`src/rtl/orf_pkg.sv`:
```
// shared types, constants and the mask table for the reply framer
// no dependencies; compiled first
package orf_pkg;

   localparam int BURST_MAX = 8;
   localparam int IDX_W     = $clog2(BURST_MAX);

   localparam logic OP_START = 1'b0;
   localparam logic OP_DATA  = 1'b1;

   localparam logic CSR_OBF_EN  = 1'b0;
   localparam logic CSR_MAX_PAY = 1'b1;

   localparam logic [1:0] ST_OK       = 2'd0;
   localparam logic [1:0] ST_OVERSIZE = 2'd1;
   localparam logic [1:0] ST_STRAY    = 2'd2;

   localparam logic [7:0] HDR_B0  = 8'hAB;
   localparam logic [7:0] HDR_B1  = 8'hCD;
   localparam logic [7:0] FTR_B0  = 8'hDC;
   localparam logic [7:0] FTR_B1  = 8'hBA;
   localparam logic [7:0] PAD_FF  = 8'hFF;

   localparam logic        OBF_EN_RST  = 1'b1;
   localparam logic [15:0] MAX_PAY_RST = 16'd144;

   typedef struct packed {
      logic [BURST_MAX-1:0][7:0] bytes;
      logic [IDX_W-1:0]          last_idx;
      logic                      done;
      logic [1:0]                status;
   } burst_type;

   function automatic logic [7:0] mask_byte(input logic [3:0] pos);
      logic [7:0] m;
      case (pos)
         4'd0:    m = 8'h16;
         4'd1:    m = 8'h6C;
         4'd2:    m = 8'h14;
         4'd3:    m = 8'hE6;
         4'd4:    m = 8'h2E;
         4'd5:    m = 8'h91;
         4'd6:    m = 8'h0D;
         4'd7:    m = 8'h40;
         4'd8:    m = 8'h21;
         4'd9:    m = 8'h35;
         4'd10:   m = 8'hD5;
         4'd11:   m = 8'h40;
         4'd12:   m = 8'h13;
         4'd13:   m = 8'h03;
         4'd14:   m = 8'hE9;
         default: m = 8'h80;
      endcase
      return m;
   endfunction

endpackage

```
`src/rtl/orf_req_if.sv`:
```
// request channel of the reply framer: valid/ready plus start or payload fields
// depends on nothing
interface orf_req_if;
   logic        valid;
   logic        ready;
   logic        op;
   logic [15:0] payload_size;
   logic [7:0]  data_byte;

   modport source (output valid, op, payload_size, data_byte, input ready);
   modport sink   (input valid, op, payload_size, data_byte, output ready);
endinterface

```
`src/rtl/orf_rsp_if.sv`:
```
// response channel of the reply framer: one wire byte per beat
// depends on nothing
interface orf_rsp_if;
   logic       valid;
   logic       ready;
   logic [7:0] out_byte;
   logic       run_last;
   logic       frame_done;
   logic [1:0] status;

   modport source (output valid, out_byte, run_last, frame_done, status, input ready);
   modport sink   (input valid, out_byte, run_last, frame_done, status, output ready);
endinterface

```
`src/rtl/orf_frame_ctl.sv`:
```
// frame state, config registers and burst build for one request beat
// depends on orf_pkg and orf_req_if
module orf_frame_ctl (
   input  logic              clock,
   input  logic              reset,
   input  logic              csr_wr_en,
   input  logic              csr_index,
   input  logic [15:0]       csr_wdata,
   orf_req_if.sink           req,
   input  logic              out_free,
   output logic              load,
   output orf_pkg::burst_type burst
);
   import orf_pkg::*;

   logic        obf_en_ff, obf_en_in;
   logic [15:0] max_pay_ff, max_pay_in;
   logic        open_ff, open_in;
   logic [15:0] len_ff, len_in;
   logic [15:0] sent_ff, sent_in;

   logic        fire;
   logic        end_hit;
   logic [15:0] sent_inc;
   logic [3:0]  pad_pos;
   logic [7:0]  pad0, pad1;

   always_comb begin
      obf_en_in  = obf_en_ff;
      max_pay_in = max_pay_ff;
      if (csr_wr_en) begin
         unique case (csr_index)
            CSR_OBF_EN:  obf_en_in  = csr_wdata[0];
            CSR_MAX_PAY: max_pay_in = csr_wdata;
            default:     ;
         endcase
      end
   end

   always_comb begin
      fire      = req.valid && out_free;
      req.ready = out_free;
      load      = fire;
      sent_inc  = sent_ff + 16'd1;
      end_hit   = (sent_inc == len_ff);
      pad_pos   = (req.op == OP_START) ? req.payload_size[3:0] : len_ff[3:0];
      pad0      = obf_en_ff ? (mask_byte(pad_pos) ^ PAD_FF) : PAD_FF;
      pad1      = obf_en_ff ? (mask_byte(pad_pos + 4'd1) ^ PAD_FF) : PAD_FF;

      burst   = '0;
      open_in = open_ff;
      len_in  = len_ff;
      sent_in = sent_ff;

      case (req.op)
         OP_START: begin
            if (req.payload_size > max_pay_ff) begin
               burst.status = ST_OVERSIZE;
               open_in      = 1'b0;
               len_in       = '0;
               sent_in      = '0;
            end else begin
               burst.bytes[0] = HDR_B0;
               burst.bytes[1] = HDR_B1;
               burst.bytes[2] = req.payload_size[7:0];
               burst.bytes[3] = req.payload_size[15:8];
               len_in  = req.payload_size;
               sent_in = '0;
               if (req.payload_size == 16'd0) begin
                  burst.bytes[4] = pad0;
                  burst.bytes[5] = pad1;
                  burst.bytes[6] = FTR_B0;
                  burst.bytes[7] = FTR_B1;
                  burst.last_idx = IDX_W'(7);
                  burst.done     = 1'b1;
                  open_in        = 1'b0;
               end else begin
                  burst.last_idx = IDX_W'(3);
                  open_in        = 1'b1;
               end
            end
         end
         default: begin
            if (!open_ff) begin
               burst.status = ST_STRAY;
            end else begin
               burst.bytes[0] = req.data_byte ^ (obf_en_ff ? mask_byte(sent_ff[3:0]) : 8'h00);
               sent_in = sent_inc;
               if (end_hit) begin
                  burst.bytes[1] = pad0;
                  burst.bytes[2] = pad1;
                  burst.bytes[3] = FTR_B0;
                  burst.bytes[4] = FTR_B1;
                  burst.last_idx = IDX_W'(4);
                  burst.done     = 1'b1;
                  open_in        = 1'b0;
               end
            end
         end
      endcase
   end

   always_ff @(posedge clock) begin
      if (reset) begin
         obf_en_ff  <= OBF_EN_RST;
         max_pay_ff <= MAX_PAY_RST;
         open_ff    <= 1'b0;
         len_ff     <= '0;
         sent_ff    <= '0;
      end else begin
         obf_en_ff  <= obf_en_in;
         max_pay_ff <= max_pay_in;
         if (fire) begin
            open_ff <= open_in;
            len_ff  <= len_in;
            sent_ff <= sent_in;
         end
      end
   end

endmodule

```
`src/rtl/orf_burst_out.sv`:
```
// result register and byte sequencer: plays out one built burst a beat per cycle while the response port is ready
// depends on orf_pkg and orf_rsp_if
module orf_burst_out (
   input  logic               clock,
   input  logic               reset,
   input  logic               load,
   input  orf_pkg::burst_type burst,
   output logic               out_free,
   orf_rsp_if.source          rsp
);
   import orf_pkg::*;

   logic             valid_ff, valid_in;
   logic [IDX_W-1:0] idx_ff, idx_in;
   burst_type        burst_ff;
   logic             at_last;

   always_comb begin
      at_last  = (idx_ff == burst_ff.last_idx);
      out_free = !valid_ff || (rsp.ready && at_last);

      valid_in = valid_ff;
      idx_in   = idx_ff;
      if (load) begin
         valid_in = 1'b1;
         idx_in   = '0;
      end else if (valid_ff && rsp.ready) begin
         if (at_last) begin
            valid_in = 1'b0;
         end else begin
            idx_in = idx_ff + IDX_W'(1);
         end
      end

      rsp.valid      = valid_ff;
      rsp.out_byte   = burst_ff.bytes[idx_ff];
      rsp.run_last   = at_last;
      rsp.frame_done = burst_ff.done && at_last;
      rsp.status     = burst_ff.status;
   end

   always_ff @(posedge clock) begin
      if (reset) begin
         valid_ff <= 1'b0;
         idx_ff   <= '0;
      end else begin
         valid_ff <= valid_in;
         idx_ff   <= idx_in;
      end
   end

   always_ff @(posedge clock) begin
      if (load) begin
         burst_ff <= burst;
      end
   end

endmodule

```
`src/rtl/obfuscated_reply_framer.sv`:
```
// reply framer top: frame control feeding a registered byte sequencer
// first response beat is registered: it comes in the cycle after the request beat is taken
// throughput: one request per cycle for single-byte results while the response port is ready; a request making
//   n bytes holds the input until its last byte is taken, set by the one-byte-per-cycle response port
// reset: synchronous active high, clears frame state and restores config defaults
module obfuscated_reply_framer (
   input  logic        clock,
   input  logic        reset,
   input  logic        csr_wr_en,
   input  logic        csr_index,
   input  logic [15:0] csr_wdata,
   orf_req_if.sink     req_ch,
   orf_rsp_if.source   rsp_ch
);
   import orf_pkg::*;

   logic      out_free;
   logic      load;
   burst_type burst;

   orf_frame_ctl u_ctl (
      .clock     (clock),
      .reset     (reset),
      .csr_wr_en (csr_wr_en),
      .csr_index (csr_index),
      .csr_wdata (csr_wdata),
      .req       (req_ch),
      .out_free  (out_free),
      .load      (load),
      .burst     (burst)
   );

   orf_burst_out u_out (
      .clock    (clock),
      .reset    (reset),
      .load     (load),
      .burst    (burst),
      .out_free (out_free),
      .rsp      (rsp_ch)
   );

endmodule

```
`src/flat_wrapper.sv`:
```
// flat-port wrapper written by rule: the top's interface ports become plain ports
module obfuscated_reply_framer_flat import orf_pkg::*;
  (clock, reset, csr_wr_en, csr_index, csr_wdata, req_ch_valid, req_ch_op, req_ch_payload_size, req_ch_data_byte, req_ch_ready, rsp_ch_valid, rsp_ch_out_byte, rsp_ch_run_last, rsp_ch_frame_done, rsp_ch_status, rsp_ch_ready);
  orf_req_if req_ch_i ();
  orf_rsp_if rsp_ch_i ();
  input  logic clock;
  input  logic reset;
  input  logic csr_wr_en;
  input  logic csr_index;
  input  logic [15:0] csr_wdata;
  input wire logic [$bits(req_ch_i.valid)-1:0] req_ch_valid;
  input wire logic [$bits(req_ch_i.op)-1:0] req_ch_op;
  input wire logic [$bits(req_ch_i.payload_size)-1:0] req_ch_payload_size;
  input wire logic [$bits(req_ch_i.data_byte)-1:0] req_ch_data_byte;
  output wire logic [$bits(req_ch_i.ready)-1:0] req_ch_ready;
  output wire logic [$bits(rsp_ch_i.valid)-1:0] rsp_ch_valid;
  output wire logic [$bits(rsp_ch_i.out_byte)-1:0] rsp_ch_out_byte;
  output wire logic [$bits(rsp_ch_i.run_last)-1:0] rsp_ch_run_last;
  output wire logic [$bits(rsp_ch_i.frame_done)-1:0] rsp_ch_frame_done;
  output wire logic [$bits(rsp_ch_i.status)-1:0] rsp_ch_status;
  input wire logic [$bits(rsp_ch_i.ready)-1:0] rsp_ch_ready;
  assign req_ch_i.valid = req_ch_valid;
  assign req_ch_i.op = req_ch_op;
  assign req_ch_i.payload_size = req_ch_payload_size;
  assign req_ch_i.data_byte = req_ch_data_byte;
  assign req_ch_ready = req_ch_i.ready;
  assign rsp_ch_valid = rsp_ch_i.valid;
  assign rsp_ch_out_byte = rsp_ch_i.out_byte;
  assign rsp_ch_run_last = rsp_ch_i.run_last;
  assign rsp_ch_frame_done = rsp_ch_i.frame_done;
  assign rsp_ch_status = rsp_ch_i.status;
  assign rsp_ch_i.ready = rsp_ch_ready;
  obfuscated_reply_framer u_core (.clock(clock), .reset(reset), .csr_wr_en(csr_wr_en), .csr_index(csr_index), .csr_wdata(csr_wdata), .req_ch(req_ch_i), .rsp_ch(rsp_ch_i));
endmodule
```
`config.mk`:
```
export PLATFORM = sky130hd
export DESIGN_NAME = obfuscated_reply_framer_flat
export DESIGN_NICKNAME = d
export VERILOG_FILES = /design/src/rtl/orf_pkg.sv /design/src/rtl/orf_req_if.sv /design/src/rtl/orf_rsp_if.sv /design/src/rtl/orf_frame_ctl.sv /design/src/rtl/orf_burst_out.sv /design/src/rtl/obfuscated_reply_framer.sv /design/src/flat_wrapper.sv
export SDC_FILE = /design/constraint.sdc
export NUM_CORES = 1
export LEC_CHECK = 0
export BUFFER_PORTS_ARGS = -buffer_cell sky130_fd_sc_hd__buf_4
export CORE_ASPECT_RATIO = 0.6
export CORE_MARGIN = 2
export CORE_UTILIZATION = 45
export DETAILED_ROUTE_END_ITERATION = 12
export PLACE_DENSITY = 0.74
export SYNTH_ARGS = -nofsm -noshare
export SYNTH_HDL_FRONTEND = slang
export SYNTH_SLANG_ARGS = --single-unit
```
`constraint.sdc`:
```
create_clock -name clock -period 4.9 [get_ports clock]
set_input_delay 0.245 -clock clock [delete_from_list [all_inputs] [get_ports clock]]
set_output_delay 0.245 -clock clock [all_outputs]
set_load 0.02 [all_outputs]
```
### Yosys cells after proc, flatten, opt, wreduce, memory -nomap -nowiden

Memory sizes are Yosys's and may differ from the RTL's. A register that Yosys moved wholly into a read port is not among the register bits.
Cells that the tools add are included.

* memory bits (writable): 0
* bits in latches: 0
* logic and storage cells: 85
* bits in read-only memories: 384
* memories: 3
* flip-flop bits (word level): 124

* shift-type cells: 0
* order comparisons: 2
* muxes and demuxes: 31
* $mul: 0
* divide/modulo/power cells: 0
* bitwise logic cells: 7
* reduce and logical (&&, ||, !) cells: 18
* equality and inequality tests: 3
* add/sub/neg operators: 3

Memory list
* (no name shown): depth 16, width 8, read ports 1, clocked after memory_dff 0, write ports 0, line orf_pkg.sv:36 `case (pos)`
* (no name shown): depth 16, width 8, read ports 1, clocked after memory_dff 0, write ports 0, line orf_pkg.sv:36
* (no name shown): depth 16, width 8, read ports 1, clocked after memory_dff 1, write ports 0, line orf_pkg.sv:36

Operator list (number)
* $mux 44: 2
* $mux 32: 2
* $mux 16: 3
* $mux 8: 6
* $mux 46: 1
* $bmux 8 s3: 1
* $add 16x1->16 const B: 1
* $eq 16x16->1: 1
* $gt 16x16->1: 1
* $logic_not 16->1: 1
* $mux 4: 4
* $not 8->8: 2
* $reduce_and 2->1: 6
* $mux 1: 10
* $xor 8x8->8: 1
* $add 4x1->4 const B: 1
* $logic_and 1x1->1: 4
* $lt 3x4->1 const B: 1
* $not 1->1: 4
* $reduce_bool 2->1: 2
* $reduce_or 2->1: 2
* $add 3x1->3 const B: 1
* $eq 3x3->1: 1
* $mux 3: 1
* other kinds (5): 5

### Longest topological paths before layout

Gate-level depths: netlist of the first run.
An unclocked memory read counts as a cell.

* depth in word-level cells: 8
* gate-level depth with buffers: 15

### Hierarchy

From an unflattened synthesis of the first run, not the netlist that was laid out.

* cell total of the unflattened synthesis: 809
* area, all modules: 7767.4 um^2

Modules (own cells, without submodules)
* orf_frame_ctl: seq. area each 1161.1 um^2, area an instance 4870.9 um^2, instances 1, cells an instance 672
* orf_burst_out: seq. area each 2182.1 um^2, area an instance 2896.5 um^2, instances 1, cells an instance 137

### Worst setup path before layout of the first run

Ideal clock, no wire load.

* kind: register -> register
* start: reg u_core.u_out.idx_ff[2]
* end: reg (tool-made name)
* stages on the path, launching flop included: 15
* arrival time: 3.593 ns
* library setup time: 0.136 ns
* path slack: 1.171 ns
* data required time: 4.764 ns
* period minus slack after synthesis: 3.729 ns
* path through: dfxtp_1 buf_2 xnor2_1 o211ai_1 nand2_1 nand2_1 inv_1 o21ai_0 a22oi_1 nor2_1 inv_1 ha_1 inv_1 o31ai_1 o21ai_0

RTL lines
* start, declared: line orf_burst_out.sv:14 `logic [IDX_W-1:0] idx_ff, idx_in;`
* start signal, assigned: line orf_burst_out.sv:48 `idx_ff <= idx_in;`

==> results of run 1 <==
==> through the flow <==
stage               instance area (sq um)  setup WS, ps  instances  total power, mW  util, %
finish                               7920          1150       1012             2.65     54.1
global route                         7920           704       1012             2.74     54.1
CTS                                  7920          1230       1012             2.65     54.1
detailed placement                   7310          1250        980             1.40     50.0
global placement                     7310          1280        980             1.40     50.0
floorplan                            6800          1170        763             1.28        -
==> registers in the layout (all words and copies together) (netlist names), named ones only <==
register / flops
u_core.u_out.rsp.status: 2
u_core.u_out.idx_ff: 3
u_core.u_ctl.sent_ff: 16
u_core.u_out.burst_ff: 51
u_core.u_ctl.open_ff: 1
u_core.u_ctl.len_ff: 16
u_core.u_ctl.max_pay_ff: 16
u_core.u_out.rsp.valid: 1
u_core.u_ctl.obf_en_ff: 1
==> per-layer routing <==
metal	global-route usage, %	up-vias	share of wire, %
met4	5.72	0	0.82
met3	6.38	14	11
met1	38.7	2699	50
met2	29.9	317	38
met5	0	-	0
li1	-	2787	-
==> path summary, 6_finish.rpt <==
kind | startpoint | endpoint | slack, ps | depth (start not counted)
worst max-delay path | u_core.u_out.idx_ff[1] | register | 1150 | 10
worst min-delay path | csr_wdata[7] | u_core.u_ctl.max_pay_ff[7] | 40 | 3
worst max register to register | u_core.u_out.idx_ff[1] | register | 1150 | 10
worst min register to register | u_core.u_ctl.max_pay_ff[15] | u_core.u_ctl.max_pay_ff[15] | 460 | 2
==> report_power, final <==
part	internal, mW	leakage (nW)	total [mW]	switching [mW]
Combinational	0.121	1.88	0.315	0.194
Clock	0.782	0.303	1.26	0.479
Sequential	1.05	1.03	1.08	0.0270
==> worst register-to-register path, stage by stage, from the launching register on <==
cell and delay, ps:
dfxtp_1 860, and3_1 300, o211ai_1 190, a21oi_1 740, nor2_1 160, a211oi_2 480
inv_1 150, ha_1 260, nor4_1 260, a31oi_1 60, and3_1 190
==> area by class of cell <==
class	instances	area [sq um]	area share [%]
clock buffer	21	494	6.24
timing repair buffer	65	488	6.16
inverter	41	154	1.94
sequential	115	2830	35.8
tap	198	248	3.13
clock inverter	11	110	1.39
multi-input combinational	561	3590	45.4
==> placed cells by master (no fill, tap or decap), types with 7 or more instances in the layout <==
master,netlist,layout
nand3_1,36,36
nor4_1,7,7
dfxtp_1,62,62
nand2_1,115,115
a21oi_1,77,77
xnor2_1,16,16
o21ai_0,42,42
buf_4,5,65
and2_1,10,10
mux4_2,10,10
mux2i_1,16,16
edfxtp_1,53,53
nand2b_1,7,7
and3_1,8,8
nor2_1,55,55
inv_1,41,40
ha_1,29,29
xor2_1,18,18
clkbuf_16,0,19
nor3_1,10,10
==> cells by family (layout without fill, tap and decap cells) <==
kind of cell / after synthesis / in the layout
AO/OA/AOI/OAI: 175 / 175
XOR/XNOR: 34 / 34
adder cells (fa/ha/maj): 29 / 29
buffers and inverters: 87 / 138
flip-flops: 115 / 115
multiplexers: 33 / 33
AND/OR/NAND/NOR: 290 / 290
==> flow_summary.json, run 1 <==
{
  "cp.buffers_inverters": 1,
  "drive_above_1_share_pct": 16.3,
  "synth_top_area_share_pct": 23.4,
  "synthTopCellsByArea": "edfxtp_1, dfxtp_1, nand2_1",
  "insertedDiodeCount": 0,
  "wl_per_cell_um": 18.2,
  "numPortBuffers": 60,
  "worstPathRequired_ps": 5210,
  "slew_violations": 0,
  "hold_class": "input pin to register",
  "antenna_left": 0,
  "grt_overflow_total": 0,
  "powerDensity_mw_per_mm2": 335,
  "synthToLayoutAreaGrowth_pct": 16.5,
  "vias": 5817,
  "worstPathArrival_ps": 4070,
  "power_leakage_nw": 3.22,
  "slew_headroom_pct": 24.0,
  "vias_per_cell": 5.75,
  "grt_max_degree": 62,
  "first_pass_iters": 5,
  "start_kind": "register",
  "syn_area_per_cell_sq_um": 8.91,
  "fillers": 1315,
  "fin_crit_sh_pct": 76.6,
  "synthAdderAreaFrac_pct": 5.34,
  "ys_ff_latch": 115,
  "critPathMaxStageDelay_ps": 860,
  "synth_edf_count": 53,
  "critPathKind": "register to register",
  "irDropWorstVdd_mv": 0.175,
  "cts_tree": "built",
  "start_util_pct": 46.5,
  "synthXorXnorAreaFrac_pct": 4.38,
  "yosys_warnings": 0,
  "synth-simple-area-share_pct": 20.8,
  "timing.setup.tns_ps": 0,
  "final_hold_viol_count": 0,
  "clock_latency_ps": 420,
  "hold_buffers": 0,
  "die_h_um": 99.2,
  "synth.most_common_cell": "nand2_1",
  "routed_wl_um": 18400,
  "cts_made_buffers": 17,
  "synth_fp_nets": 839,
  "worstPathCellList": "and3_1 -> o211ai_1 -> a21oi_1 -> nor2_1 -> a211oi_2 -> inv_1 -> ha_1 -> nor4_1 -> a31oi_1 -> and3_1",
  "netlist_area_sq_mm": 0.00680,
  "synth.area.mux_share_pct": 6.87,
  "critical_path.endpoint_type": "register",
  "synth_compound_area_share_pct": 15.5,
  "async_flop_share_pct": 0,
  "crit_family": "compound AO/OA/AOI/OAI gates",
  "maxCapViolations": 0,
  "yosysSeqAreaShare_pct": 41.7,
  "yosys.area.top_type": "edfxtp_1",
  "die_x_um": 163,
  "grt_pass1_wl_um": 29100,
  "grt_pass1_vias": 5161,
  "period_minus_slack_ps": 3750,
  "drt-initial-drc-count": 613,
  "synthFlopType": "dfxtp_1",
  "post_cts_buffers": 0,
  "dieArea_sq_mm": 0.0161,
  "drc": 0,
  "synth_top_family_by_area": "simple AND/OR/NAND/NOR gates",
  "worst_path_most_repeated_cell": "and3_1",
  "nNetsFinal": 877,
  "antenna_found_initial": 0,
  "clock_sinks": 115,
  "status": "finished, final reports clean",
  "ctsHtreeMaxLevel": 4,
  "row_count": 34,
  "whs_ps": 37.6,
  "hpwl_um": 13000,
  "synth_cell_types": 69,
  "crit_path_top_delay_cell": "dfxtp_1",
  "max_slew.worst_pin.slew_ps": 1140,
  "clockRootBuffer": "clkbuf_16",
  "ys_top_cells_by_count": "nand2_1, a21oi_1, dfxtp_1",
  "finalSetupViolations": 0,
  "fp.coreArea_sq_mm": 0.0146,
  "post_cts_resized": 0,
  "clk_path_buf_depth": 2,
  "netlist_instances": 763,
  "rsz0062_at_grt": "false",
  "cts.clk_slew.worst_paths_ps": 60,
  "max_freq_ghz": 0.266,
  "io_pins": 61,
  "skew_ps": 10.1,
  "track_usage_pct": 23.7,
  "globalplace.congestion": 0.907,
  "crit_fanout": 24
}
No activity file was read; power rests on OpenSTA's default activity.
==> run 2: changes to the inputs <==
Settings changed: PLACE_DENSITY 0.74 to 0.77.
Clock period 4.9 ns to 3.3 ns, I/O delays scaled along.
==> run 2 against run 1 <==
Compared with the run above: worst hold slack lost 22 ps; utilization grew 1.3 points; via count grew 0.95%; critical path type unchanged; largest cell class unchanged; largest power group unchanged; highest routed layer unchanged.
==> flow_summary.json, run 2 (synthesized netlist as in run 1, its figures left out) <==
{
  "status": "finished, final reports clean",
  "slew_violations": 0,
  "antenna_found_initial": 0,
  "regMostFlops": "u_core.u_out.burst_ff",
  "drive_above_1_share_pct": 18.3,
  "min_from": "csr_wdata[1]",
  "final_util_pct": 55.4,
  "maxCapViolations": 0,
  "dieArea_sq_mm": 0.0161,
  "irDropWorstVdd_mv": 0.303,
  "grt_pass1_vias": 5272,
  "crit_path_top_delay_cell": "or4b_1",
  "crit_fanout": 18,
  "timing.setup.tns_ps": 0,
  "power.total_mw": 3.83,
  "vias": 5872,
  "clk_path_buf_depth": 2,
  "cts_tree": "built",
  "worst_slack_ps": 292,
  "grt_overflow_total": 0,
  "row_count": 34,
  "io_pins": 61,
  "globalplace.congestion": 0.916,
  "final_common_cell": "nand2_1",
  "numPortBuffers": 60,
  "drt-initial-drc-count": 536,
  "drc": 0,
  "wl_per_cell_um": 17.8,
  "worstPathRequired_ps": 3540,
  "fp.coreArea_sq_mm": 0.0146,
  "start_util_pct": 46.5,
  "cts_made_buffers": 17,
  "die_x_um": 163,
  "post_cts_buffers": 0,
  "fin_crit_sh_pct": 91.1,
  "critPathKind": "register to register",
  "nNetsFinal": 900,
  "worstPathCellList": "ha_1 -> nand4_1 -> nor4_1 -> mux2i_1 -> a41o_1 -> o211ai_2 -> or4b_1 -> buf_4 -> o21ai_1",
  "largest_reg_flops": 51,
  "skew_ps": 9.45,
  "critPathMaxStageDelay_ps": 530,
  "clock_latency_ps": 410,
  "critical_path.endpoint_type": "register",
  "cp-startpoint": "u_core.u_ctl.sent_ff[1]",
  "reg2reg_from": "u_core.u_ctl.sent_ff[1]",
  "post_cts_resized": 0,
  "hold_class": "input pin to register",
  "worstPathArrival_ps": 3250,
  "die_h_um": 99.2,
  "power_leakage_nw": 3.30,
  "first_pass_iters": 5,
  "period_minus_slack_ps": 3010,
  "clock_sinks": 115,
  "antenna_left": 0,
  "final_cell_mix": "nand2_1, buf_4, a21oi_1, dfxtp_1, nor2_1",
  "grt_pass1_wl_um": 28800,
  "finalSetupViolations": 0,
  "hpwl_um": 13200,
  "insertedDiodeCount": 0,
  "synthToLayoutAreaGrowth_pct": 19.3,
  "max_slew.worst_pin.slew_ps": 688,
  "track_usage_pct": 23.3,
  "routed_wl_um": 18400,
  "start_kind": "register",
  "rsz0062_at_grt": "false",
  "slew_headroom_pct": 53.7,
  "vias_per_cell": 5.68,
  "final_hold_viol_count": 0,
  "preCtsSetupSlack_ps": 366,
  "cts.clk_slew.worst_paths_ps": 60,
  "clockRootBuffer": "clkbuf_16",
  "powerDensity_mw_per_mm2": 472,
  "max_freq_ghz": 0.332,
  "ctsHtreeMaxLevel": 4,
  "whs_ps": 15.9,
  "grt_max_degree": 62
}
-- run 2: power breakdown --
| part | leakage, nW | switching, mW | internal, mW |
|---|---|---|---|
| clock | 0.283 | 0.647 | 1.08 |
| combinational | 1.99 | 0.304 | 0.196 |
| sequential | 1.03 | 0.0341 | 1.56 |
-- run 2: layout make-up --
class / count / area, sq um
Multi-Input combinational cell: 561 / 3640
Timing Repair Buffer: 88 / 678
Tap cell: 198 / 248
Sequential cell: 115 / 2830
Clock buffer: 23 / 512
Inverter: 41 / 158
Clock inverter: 8 / 46.3
Fill cell: 1286 / 6520
-- run 2: repair_timing --
action	4_1_cts	5_1_grt
hold endpoints to repair	7	0
hold buffers	7	0
setup endpoints to repair	0	0
-- run 2: through the flow --
stage | instance area, sq um | cells
floorplan | 6850 | 763
global placement | 7480 | 996
detailed placement | 7480 | 996
CTS | 8110 | 1034
global route | 8110 | 1034
finish | 8110 | 1034
-- run 2: path summary, 6_finish.rpt --
| check | to | cells after the start | slack [ps] |
|---|---|---|---|
| setup / recovery | u_core.u_out.burst_ff[16] | 9 | 290 |
| hold / removal | u_core.u_ctl.max_pay_ff[1] | 3 | 20 |
| setup reg to reg | u_core.u_out.burst_ff[16] | 9 | 290 |
| hold reg to reg | u_core.u_ctl.max_pay_ff[2] | 2 | 460 |
-- run 2: worst max-delay path: cells and delay by family (launching register included) --
family,cells,cell delay (ps)
flip-flops,1,470
AO/OA/AOI/OAI,3,410
AND/OR/NAND/NOR,3,1140
adder cells (fa/ha/maj),1,360
multiplexers,1,250
buffers and inverters,1,220
-- run 2: routing by layer --
| metal | track usage (%) | wire, um | vias to the layer above |
|---|---|---|---|
| li1 | - | - | 2826 |
| met1 | 37.9 | 9100 | 2682 |
| met2 | 30.3 | 7040 | 344 |
| met3 | 4.96 | 2050 | 20 |
| met4 | 6.26 | 186 | 0 |
| met5 | 0 | 0 | - |
